==> config.mk <==
export PLATFORM = sky130hd
export DESIGN_NAME = encoder_accelerated_time_selector_core
export DESIGN_NICKNAME = d
export VERILOG_FILES = /design/src/hdl/eats_pkg.sv /design/src/hdl/eats_cfg.sv /design/src/hdl/eats_dp.sv /design/src/hdl/eats_ctrl.sv /design/src/hdl/encoder_accelerated_time_selector_core.sv
export SDC_FILE = /design/constraint.sdc
export NUM_CORES = 2
export LEC_CHECK = 0
export ABC_AREA = 1
export BUFFER_PORTS_ARGS = -buffer_cell sky130_fd_sc_hd__buf_4
export CORE_ASPECT_RATIO = 1.5
export CORE_MARGIN = 5
export CORE_UTILIZATION = 35
export DETAILED_ROUTE_END_ITERATION = 10
export HOLD_SLACK_MARGIN = 0.03
export SKIP_CTS_REPAIR_TIMING = 1
export SYNTH_ARGS = -nofsm -noshare
export SYNTH_HDL_FRONTEND = slang
export SYNTH_HIERARCHICAL = 1
export SYNTH_SLANG_ARGS = --single-unit
==> constraint.sdc <==
create_clock -name clk -period 8.6 [get_ports clk]
set_clock_uncertainty 0.05 [all_clocks]
set_input_delay 1.72 -clock clk [delete_from_list [all_inputs] [get_ports clk]]
set_output_delay 1.72 -clock clk [all_outputs]
set_load 0.005 [all_outputs]
==> src/hdl/eats_pkg.sv <==
// Shared types and constants for the encoder accelerated time selector.
package eats_pkg;

	localparam int BaseW    = 12;
	localparam int TotalW   = 24;
	localparam int ThrW     = 16;
	localparam int MultW    = 7;
	localparam int TimeoutW = 23;
	localparam int StepW    = 8;
	localparam int TimeW    = 32;
	localparam int AppliedW = 25;
	localparam int CfgIdxW  = 3;
	localparam int CfgDataW = 24;
	localparam int InDataW  = 40;
	localparam int OutDataW = 88;

	localparam logic [CfgIdxW-1:0] RegBaseStep  = 3'd0;
	localparam logic [CfgIdxW-1:0] RegMaxTotal  = 3'd1;
	localparam logic [CfgIdxW-1:0] RegMediumThr = 3'd2;
	localparam logic [CfgIdxW-1:0] RegFastThr   = 3'd3;
	localparam logic [CfgIdxW-1:0] RegMediumMul = 3'd4;
	localparam logic [CfgIdxW-1:0] RegFastMul   = 3'd5;
	localparam logic [CfgIdxW-1:0] RegTimeout   = 3'd6;

	localparam logic [BaseW-1:0]    BaseStepRst  = 12'd60;
	localparam logic [TotalW-1:0]   MaxTotalRst  = 24'd86400;
	localparam logic [ThrW-1:0]     MediumThrRst = 16'd10;
	localparam logic [ThrW-1:0]     FastThrRst   = 16'd30;
	localparam logic [MultW-1:0]    MediumMulRst = 7'd5;
	localparam logic [MultW-1:0]    FastMulRst   = 7'd15;
	localparam logic [TimeoutW-1:0] TimeoutRst   = 23'd1500;
	localparam logic [TotalW-1:0]   TotalRst     = 24'd60;

	localparam logic [27:0] UsPerSecond = 28'd1000000;
	localparam logic [32:0] UsPerMs     = 33'd1000;

	localparam logic FuncSample = 1'b0;
	localparam logic FuncTick   = 1'b1;

	typedef struct packed {
		logic [BaseW-1:0]    base_step;
		logic [TotalW-1:0]   max_total;
		logic [ThrW-1:0]     medium_thr;
		logic [ThrW-1:0]     fast_thr;
		logic [MultW-1:0]    medium_mul;
		logic [MultW-1:0]    fast_mul;
		logic [TimeoutW-1:0] timeout_ms;
	} cfg_t;

	typedef struct packed {
		logic load_in;
		logic do_lhs;
		logic do_fast;
		logic do_med;
		logic do_sel;
		logic do_scale;
		logic do_apply;
		logic do_commit;
		logic load_out;
	} cmd_t;

	typedef struct packed {
		logic emit;
	} stat_t;

endpackage

==> src/hdl/eats_cfg.sv <==
// Configuration register file written through the plain write port.
module eats_cfg (
	input  logic                           clk,
	input  logic                           arst_n,
	input  logic                           cfg_we,
	input  logic [eats_pkg::CfgIdxW-1:0]   cfg_index,
	input  logic [eats_pkg::CfgDataW-1:0]  cfg_data,
	output eats_pkg::cfg_t                 cfg
);

	eats_pkg::cfg_t cfg_q;

	always_ff @(posedge clk or negedge arst_n) begin
		if (!arst_n) begin
			cfg_q.base_step  <= eats_pkg::BaseStepRst;
			cfg_q.max_total  <= eats_pkg::MaxTotalRst;
			cfg_q.medium_thr <= eats_pkg::MediumThrRst;
			cfg_q.fast_thr   <= eats_pkg::FastThrRst;
			cfg_q.medium_mul <= eats_pkg::MediumMulRst;
			cfg_q.fast_mul   <= eats_pkg::FastMulRst;
			cfg_q.timeout_ms <= eats_pkg::TimeoutRst;
		end else if (cfg_we) begin
			unique case (cfg_index)
				eats_pkg::RegBaseStep:  cfg_q.base_step  <= cfg_data[eats_pkg::BaseW-1:0];
				eats_pkg::RegMaxTotal:  cfg_q.max_total  <= cfg_data[eats_pkg::TotalW-1:0];
				eats_pkg::RegMediumThr: cfg_q.medium_thr <= cfg_data[eats_pkg::ThrW-1:0];
				eats_pkg::RegFastThr:   cfg_q.fast_thr   <= cfg_data[eats_pkg::ThrW-1:0];
				eats_pkg::RegMediumMul: cfg_q.medium_mul <= cfg_data[eats_pkg::MultW-1:0];
				eats_pkg::RegFastMul:   cfg_q.fast_mul   <= cfg_data[eats_pkg::MultW-1:0];
				eats_pkg::RegTimeout:   cfg_q.timeout_ms <= cfg_data[eats_pkg::TimeoutW-1:0];
				default: ;
			endcase
		end
	end

	assign cfg = cfg_q;

endmodule

==> src/hdl/eats_dp.sv <==
// Datapath: speed test products, step scaling, clamping, state and output register.
module eats_dp (
	input  logic                           clk,
	input  logic                           arst_n,
	input  eats_pkg::cfg_t                 cfg,
	input  eats_pkg::cmd_t                 cmd,
	input  logic                           in_func,
	input  logic [eats_pkg::InDataW-1:0]   in_data,
	output eats_pkg::stat_t                stat,
	output logic                           out_func,
	output logic [eats_pkg::OutDataW-1:0]  out_data
);

	logic                                func_q;
	logic signed [eats_pkg::StepW-1:0]   step_q;
	logic [eats_pkg::TimeW-1:0]          time_q;
	logic [eats_pkg::TimeW-1:0]          dt_q;
	logic [27:0]                         lhs_q;
	logic [32:0]                         lim_q;
	logic [eats_pkg::TimeW-1:0]          elapsed_q;
	logic [47:0]                         rhs_q;
	logic [19:0]                         basemag_q;
	logic                                fast_ok_q;
	logic [eats_pkg::MultW-1:0]          mult_q;
	logic [26:0]                         delta_q;
	logic [eats_pkg::TotalW-1:0]         next_q;
	logic [eats_pkg::AppliedW-1:0]       applied_q;
	logic                                emit_q;

	logic [eats_pkg::TotalW-1:0]         acc_q;
	logic [eats_pkg::TimeW-1:0]          prev_time_q;
	logic                                prev_valid_q;
	logic [eats_pkg::TimeW-1:0]          last_act_q;
	logic                                act_valid_q;
	logic                                commit_done_q;

	logic                                out_func_q;
	logic [eats_pkg::OutDataW-1:0]       out_data_q;

	logic [eats_pkg::StepW-1:0]          mag;
	logic                                med_ok;
	logic [27:0]                         sum;
	logic [26:0]                         low;
	logic [27:0]                         clamp_lo;
	logic [eats_pkg::TotalW-1:0]         next;
	logic                                step_nz;

	assign mag = step_q[eats_pkg::StepW-1] ? eats_pkg::StepW'(-step_q) : eats_pkg::StepW'(step_q);
	assign step_nz = (step_q != '0);
	assign med_ok = (dt_q == '0) ? (cfg.medium_thr == '0) : ({20'b0, lhs_q} >= rhs_q);

	always_comb begin
		sum = 28'(acc_q) + 28'(delta_q);
		low = ({3'b0, acc_q} >= delta_q) ? (27'(acc_q) - delta_q) : 27'd0;
		clamp_lo = step_q[eats_pkg::StepW-1] ? 28'(low) : sum;
		next = (clamp_lo > 28'(cfg.max_total)) ? cfg.max_total : clamp_lo[eats_pkg::TotalW-1:0];
	end

	always_ff @(posedge clk) begin
		if (cmd.load_in) begin
			func_q <= in_func;
			step_q <= in_data[eats_pkg::StepW-1:0];
			time_q <= in_data[eats_pkg::InDataW-1:eats_pkg::StepW];
			dt_q   <= prev_valid_q ?
				(in_data[eats_pkg::InDataW-1:eats_pkg::StepW] - prev_time_q) : '0;
		end
		if (cmd.do_lhs) begin
			lhs_q     <= 28'(mag) * eats_pkg::UsPerSecond;
			lim_q     <= 33'(cfg.timeout_ms) * eats_pkg::UsPerMs;
			elapsed_q <= time_q - last_act_q;
		end
		if (cmd.do_fast) begin
			rhs_q     <= 48'(cfg.fast_thr) * 48'(dt_q);
			basemag_q <= 20'(mag) * 20'(cfg.base_step);
		end
		if (cmd.do_med) begin
			fast_ok_q <= (dt_q == '0) ? (cfg.fast_thr == '0) : ({20'b0, lhs_q} >= rhs_q);
			rhs_q     <= 48'(cfg.medium_thr) * 48'(dt_q);
		end
		if (cmd.do_sel) begin
			mult_q <= fast_ok_q ? cfg.fast_mul : (med_ok ? cfg.medium_mul : 7'd1);
		end
		if (cmd.do_scale) begin
			delta_q <= 27'(basemag_q) * 27'(mult_q);
		end
		if (cmd.do_apply) begin
			next_q    <= next;
			applied_q <= eats_pkg::AppliedW'(next) - eats_pkg::AppliedW'(acc_q);
			emit_q    <= (func_q == eats_pkg::FuncTick) ?
				(!commit_done_q && act_valid_q && ({1'b0, elapsed_q} >= lim_q)) :
				(step_nz && (next != acc_q));
		end
		if (cmd.load_out) begin
			out_func_q <= func_q;
			if (func_q == eats_pkg::FuncTick) begin
				out_data_q <= {7'd0, time_q, 25'd0, acc_q};
			end else begin
				out_data_q <= {mult_q, time_q, applied_q, next_q};
			end
		end
	end

	always_ff @(posedge clk or negedge arst_n) begin
		if (!arst_n) begin
			acc_q         <= eats_pkg::TotalRst;
			prev_time_q   <= '0;
			prev_valid_q  <= 1'b0;
			last_act_q    <= '0;
			act_valid_q   <= 1'b0;
			commit_done_q <= 1'b0;
		end else if (cmd.do_commit) begin
			if (func_q == eats_pkg::FuncTick) begin
				if (emit_q) begin
					commit_done_q <= 1'b1;
				end
			end else begin
				commit_done_q <= 1'b0;
				last_act_q    <= time_q;
				act_valid_q   <= 1'b1;
				if (step_nz) begin
					prev_time_q  <= time_q;
					prev_valid_q <= 1'b1;
				end
				if (emit_q) begin
					acc_q <= next_q;
				end
			end
		end
	end

	assign stat.emit = emit_q;
	assign out_func  = out_func_q;
	assign out_data  = out_data_q;

endmodule

==> src/hdl/eats_ctrl.sv <==
// Controller: sequences one request through the datapath and owns the output handshake.
module eats_ctrl (
	input  logic            clk,
	input  logic            arst_n,
	input  logic            in_valid,
	output logic            in_ready,
	output logic            out_valid,
	input  logic            out_ready,
	input  eats_pkg::stat_t stat,
	output eats_pkg::cmd_t  cmd
);

	localparam logic [2:0] StIdle  = 3'd0;
	localparam logic [2:0] StLhs   = 3'd1;
	localparam logic [2:0] StFast  = 3'd2;
	localparam logic [2:0] StMed   = 3'd3;
	localparam logic [2:0] StSel   = 3'd4;
	localparam logic [2:0] StScale = 3'd5;
	localparam logic [2:0] StApply = 3'd6;
	localparam logic [2:0] StFin   = 3'd7;

	logic [2:0] state_q;
	logic [2:0] state_d;
	logic       out_valid_q;
	logic       out_free;

	assign out_free = !out_valid_q || out_ready;
	assign in_ready = (state_q == StIdle);

	always_comb begin
		cmd     = '0;
		state_d = state_q;
		unique case (state_q)
			StIdle: begin
				if (in_valid) begin
					cmd.load_in = 1'b1;
					state_d = StLhs;
				end
			end
			StLhs: begin
				cmd.do_lhs = 1'b1;
				state_d = StFast;
			end
			StFast: begin
				cmd.do_fast = 1'b1;
				state_d = StMed;
			end
			StMed: begin
				cmd.do_med = 1'b1;
				state_d = StSel;
			end
			StSel: begin
				cmd.do_sel = 1'b1;
				state_d = StScale;
			end
			StScale: begin
				cmd.do_scale = 1'b1;
				state_d = StApply;
			end
			StApply: begin
				cmd.do_apply = 1'b1;
				state_d = StFin;
			end
			StFin: begin
				if (!stat.emit) begin
					cmd.do_commit = 1'b1;
					state_d = StIdle;
				end else if (out_free) begin
					cmd.do_commit = 1'b1;
					cmd.load_out = 1'b1;
					state_d = StIdle;
				end
			end
			default: state_d = StIdle;
		endcase
	end

	always_ff @(posedge clk or negedge arst_n) begin
		if (!arst_n) begin
			state_q     <= StIdle;
			out_valid_q <= 1'b0;
		end else begin
			state_q <= state_d;
			if (cmd.load_out) begin
				out_valid_q <= 1'b1;
			end else if (out_ready) begin
				out_valid_q <= 1'b0;
			end
		end
	end

	assign out_valid = out_valid_q;

endmodule

==> src/hdl/encoder_accelerated_time_selector_core.sv <==
// Top level of the encoder accelerated time selector.
// Each request is handled alone. It is accepted in the idle state, and then the controller
// runs seven steps with s_axis_tready low: two steps for the speed test and timeout
// products, one for the last speed comparison, one to choose the multiplier, one to scale
// the step, one to clamp the total and one to update the state and load the result. A new
// request is therefore accepted only after the last step of the previous one has completed.
// The result sits in an output register, so a new request is taken while an
// earlier result waits; the last step holds only if a new result is due and
// the output register is still full. Sample requests that move the total give
// a delta event, ticks give one commit event after the inactivity timeout.
module encoder_accelerated_time_selector_core (
	input  logic                           clk,
	input  logic                           arst_n,
	input  logic                           s_axis_tvalid,
	output logic                           s_axis_tready,
	// Fields from bit 0: step_count[7:0], time_us[39:8].
	input  logic [eats_pkg::InDataW-1:0]   s_axis_tdata,
	// Fields from bit 0: func[0].
	input  logic                           s_axis_tuser,
	output logic                           m_axis_tvalid,
	input  logic                           m_axis_tready,
	// Fields from bit 0: total[23:0], applied_seconds[48:24],
	// event_time_us[80:49], used_multiplier[87:81].
	output logic [eats_pkg::OutDataW-1:0]  m_axis_tdata,
	// Fields from bit 0: event_kind[0].
	output logic                           m_axis_tuser,
	input  logic                           cfg_we,
	input  logic [eats_pkg::CfgIdxW-1:0]   cfg_index,
	input  logic [eats_pkg::CfgDataW-1:0]  cfg_data
);

	eats_pkg::cfg_t  cfg;
	eats_pkg::cmd_t  cmd;
	eats_pkg::stat_t stat;

	eats_cfg u_cfg (
		.clk       (clk),
		.arst_n    (arst_n),
		.cfg_we    (cfg_we),
		.cfg_index (cfg_index),
		.cfg_data  (cfg_data),
		.cfg       (cfg)
	);

	eats_ctrl u_ctrl (
		.clk       (clk),
		.arst_n    (arst_n),
		.in_valid  (s_axis_tvalid),
		.in_ready  (s_axis_tready),
		.out_valid (m_axis_tvalid),
		.out_ready (m_axis_tready),
		.stat      (stat),
		.cmd       (cmd)
	);

	eats_dp u_dp (
		.clk      (clk),
		.arst_n   (arst_n),
		.cfg      (cfg),
		.cmd      (cmd),
		.in_func  (s_axis_tuser),
		.in_data  (s_axis_tdata),
		.stat     (stat),
		.out_func (m_axis_tuser),
		.out_data (m_axis_tdata)
	);

endmodule
==> flow_metrics.env <==
export IMPL_critPathSlowestCell="nor3_1"
export IMPL_final_util_pct=38.2
export IMPL_yosys_area_top_type="fa_1"
export IMPL_cts_tree="done"
export IMPL_dp_hpwl_microns=222000
export IMPL_portBuffers=163
export IMPL_io_pins=164
export IMPL_r2r_end="u_dp/applied_q[23]"
export IMPL_critPathCaptureType="register"
export IMPL_start_util_pct=35.0
export IMPL_worstSetupPathType="reg2reg"
export IMPL_antenna_found_initial=6
export IMPL_setup_tns_ps=0
export IMPL_period_needed_ps=8300
export IMPL_cts_buffers=71
export IMPL_hold_start="u_dp/act_valid_q"
export IMPL_via_per_inst=5.08
export IMPL_fmaxAchievable_mhz=121
export IMPL_multi_input_area_sq_mm=0.0520
export IMPL_drt_iter0_drc=4063
export IMPL_grt_pass1_wl_microns=411000
export IMPL_dpl_cell_area_sq_mm=0.0831
export IMPL_ys_ff_latch=599
export IMPL_grt_pass1_vias=69100
export IMPL_crit_fanout=19
export IMPL_grt_max_degree=75
export IMPL_drtAntennaViolNets=0
export IMPL_critPathArrivalTime_ps=8650
export IMPL_worstSkewPairLatency_ps=700
export IMPL_register_area_sq_mm=0.0170
export IMPL_synth_top_cell_area_share_pct=27.8
export IMPL_drive_above_1_share_pct=5.87
export IMPL_hold_viol=0
export IMPL_die_y_microns=590
export IMPL_ys_async_sr_fraction_pct=33.4
export IMPL_die_area_sq_mm=0.234
export IMPL_syn_nets=11500
export IMPL_clkSinkCount=599
export IMPL_worst_ep_required_time_ps=8950
export IMPL_via_count=64500
export IMPL_core_area_sq_mm=0.224
export IMPL_synthCells=9688
export IMPL_regToRegStartpoint="u_dp/acc_q[0]"
export IMPL_wirelength_microns=271000
export IMPL_rsz0062_at_grt="false"
export IMPL_synthFlopType="edfxtp_1"
export IMPL_critPathMostFrequentCell="nand2_1"
export IMPL_htreeDepth=3
export IMPL_drc=0
export IMPL_clkTransAtPathRegs_ps=60
export IMPL_tightest_slew_ps=1350
export IMPL_syn_area_sq_mm=0.0784
export IMPL_min_to="u_dp/act_valid_q"
export IMPL_syn_to_final_growth_pct=9.11
export IMPL_rr_worst_depth=29
export IMPL_post_synth_cell_area_avg_sq_um=8.10
export IMPL_cpPeakStageDelay_ps=1020
export IMPL_fillers=23100
export IMPL_cap_violations=0
export IMPL_nNetsFinal=11500
export IMPL_track_usage_pct=23.0
export IMPL_die_w_microns=397
export IMPL_wire_per_inst_microns=21.4
export IMPL_rrSetupSlack_ps=300
export IMPL_row_count=213
export IMPL_ys_seq_area_share_pct=21.7
export IMPL_synth_area_top_cells="fa_1, edfxtp_1, nand2_1"
export IMPL_cts_root_buf="clkbuf_16"
export IMPL_clock_path_buffers=3
export IMPL_hold_path_class="reg2reg"
export IMPL_setup_worst_path_start="u_dp/acc_q[0]"
export IMPL_setup_violations_final=0
export IMPL_firstDrtPassIters=9
export IMPL_slew_viol_final=0
export IMPL_ys_types=60
export IMPL_yosys_warnings=6
export IMPL_critPathLaunchType="register"
export IMPL_maxSlewHeadroom_pct=10.2
export IMPL_status="completed"
export IMPL_synth_edff_count=399
export IMPL_fin_area_sq_mm=0.0856
export IMPL_hold_depth=2
export IMPL_overflow=0
export IMPL_finalCritPeriodShare_pct=96.5
export IMPL_place_congestion=1.04
layout make-up:
type	instances	share of cell area, %
multi-input combinational	6603	60.8
sequential	599	19.9
inverter	2121	9.30
tap	2902	4.24
timing repair buffer	317	2.82
clock buffer	84	2.27
clock inverter	48	0.648
antenna	4	0.0117
cells in the final DEF, fill, tap and decap left out, types with 46 or more instances in the layout:
master,n
nor3_1,59
nor2_1,459
nand3_1,277
nand4_1,69
dfrtp_1,160
xnor2_1,54
ha_1,661
o21ai_0,430
xor2_1,119
clkbuf_16,75
buf_4,314
inv_1,2097
o21bai_1,46
edfxtp_1,399
fa_1,1089
nand2_1,2617
a21oi_1,428
metal layers:
| metal | vias to the layer above | wire [microns] | GRT usage, % | share of wire (%) |
|---|---|---|---|---|
| li1 | 29700 | - | - | - |
| met1 | 31900 | 96000 | 24.4 | 35 |
| met2 | 2160 | 138000 | 42.1 | 51 |
| met3 | 783 | 12300 | 2.56 | 4.6 |
| met4 | 2 | 24200 | 16.7 | 8.9 |
| met5 | - | 10 | 0 | 0.0037 |
synth_stat cells, drive strengths merged, types with 21 or more instances:
library cell	instances
dfrtp	168
a21oi	431
a21boi	21
o21bai	46
xnor2	54
fa	1089
edfxtp	399
inv	2116
dfstp	32
nand4	69
a21o	35
o21ai	436
nor3	62
nor4	42
nand3	283
ha	661
buf	44
clkbuf	321
nor2	484
nand2	2640
xor2	119
a31oi	40
worst max path at each step:
stage,end,slack (ps),cells after the start
after global routing,u_dp/applied_q[23],220,29
final,u_dp/applied_q[23],300,29
after CTS,u_dp/applied_q[23],530,29
after floorplan,u_dp/dt_q[0],1220,2
after global placement,u_dp/applied_q[23],380,28
after detailed placement,u_dp/applied_q[23],580,29
stage by stage:
| step | hold WS (ps) | instances | setup slack (ps) |
|---|---|---|---|
| 6_report | 414 | 12700 | 304 |
| 2_1_floorplan | 372 | 9688 | 1220 |
| 5_1_grt | 428 | 12700 | 222 |
| 3_5_place_dp | 397 | 12500 | 577 |
| 4_1_cts | 414 | 12700 | 530 |
| 3_3_place_gp | 388 | 12500 | 385 |
registers in the layout, indices dropped and copies added (netlist names), 20 cells and up:
| signal | flops |
|---|---|
| u_cfg/cfg | 105 |
| u_dp/out_data | 88 |
| u_dp/rhs_q | 48 |
| u_dp/dt_q | 32 |
| u_dp/elapsed_q | 32 |
| u_dp/last_act_q | 32 |
| u_dp/prev_time_q | 32 |
| u_dp/time_q | 32 |
| u_dp/lim_q | 30 |
| u_dp/delta_q | 27 |
| u_dp/applied_q | 25 |
| u_dp/acc_q | 24 |
| u_dp/next_q | 24 |
| u_dp/lhs_q | 22 |
| u_dp/basemag_q | 20 |
cells by family after synthesis:
family,share of synthesized area (%)
buffers and inverters,12.0
and+or+nand+nor,18.6
adders and majority gates,38.3
AOI/OAI and AO/OA,7.42
xor gates and xnor gates,1.93
DFF,21.7
worst max-delay path: cells and delay by family, from the launching register on:
kind            cells  cell delay (ps)
simple gates       19             4350
fa+ha+maj           4             1760
flops               1              470
compound gates      1              210
buf+inv             3              520
xor+xnor            2              630
Power is left out: the tool's default activity adds up to more than one toggle a clock period on the data nets, which glitch-free logic cannot reach.
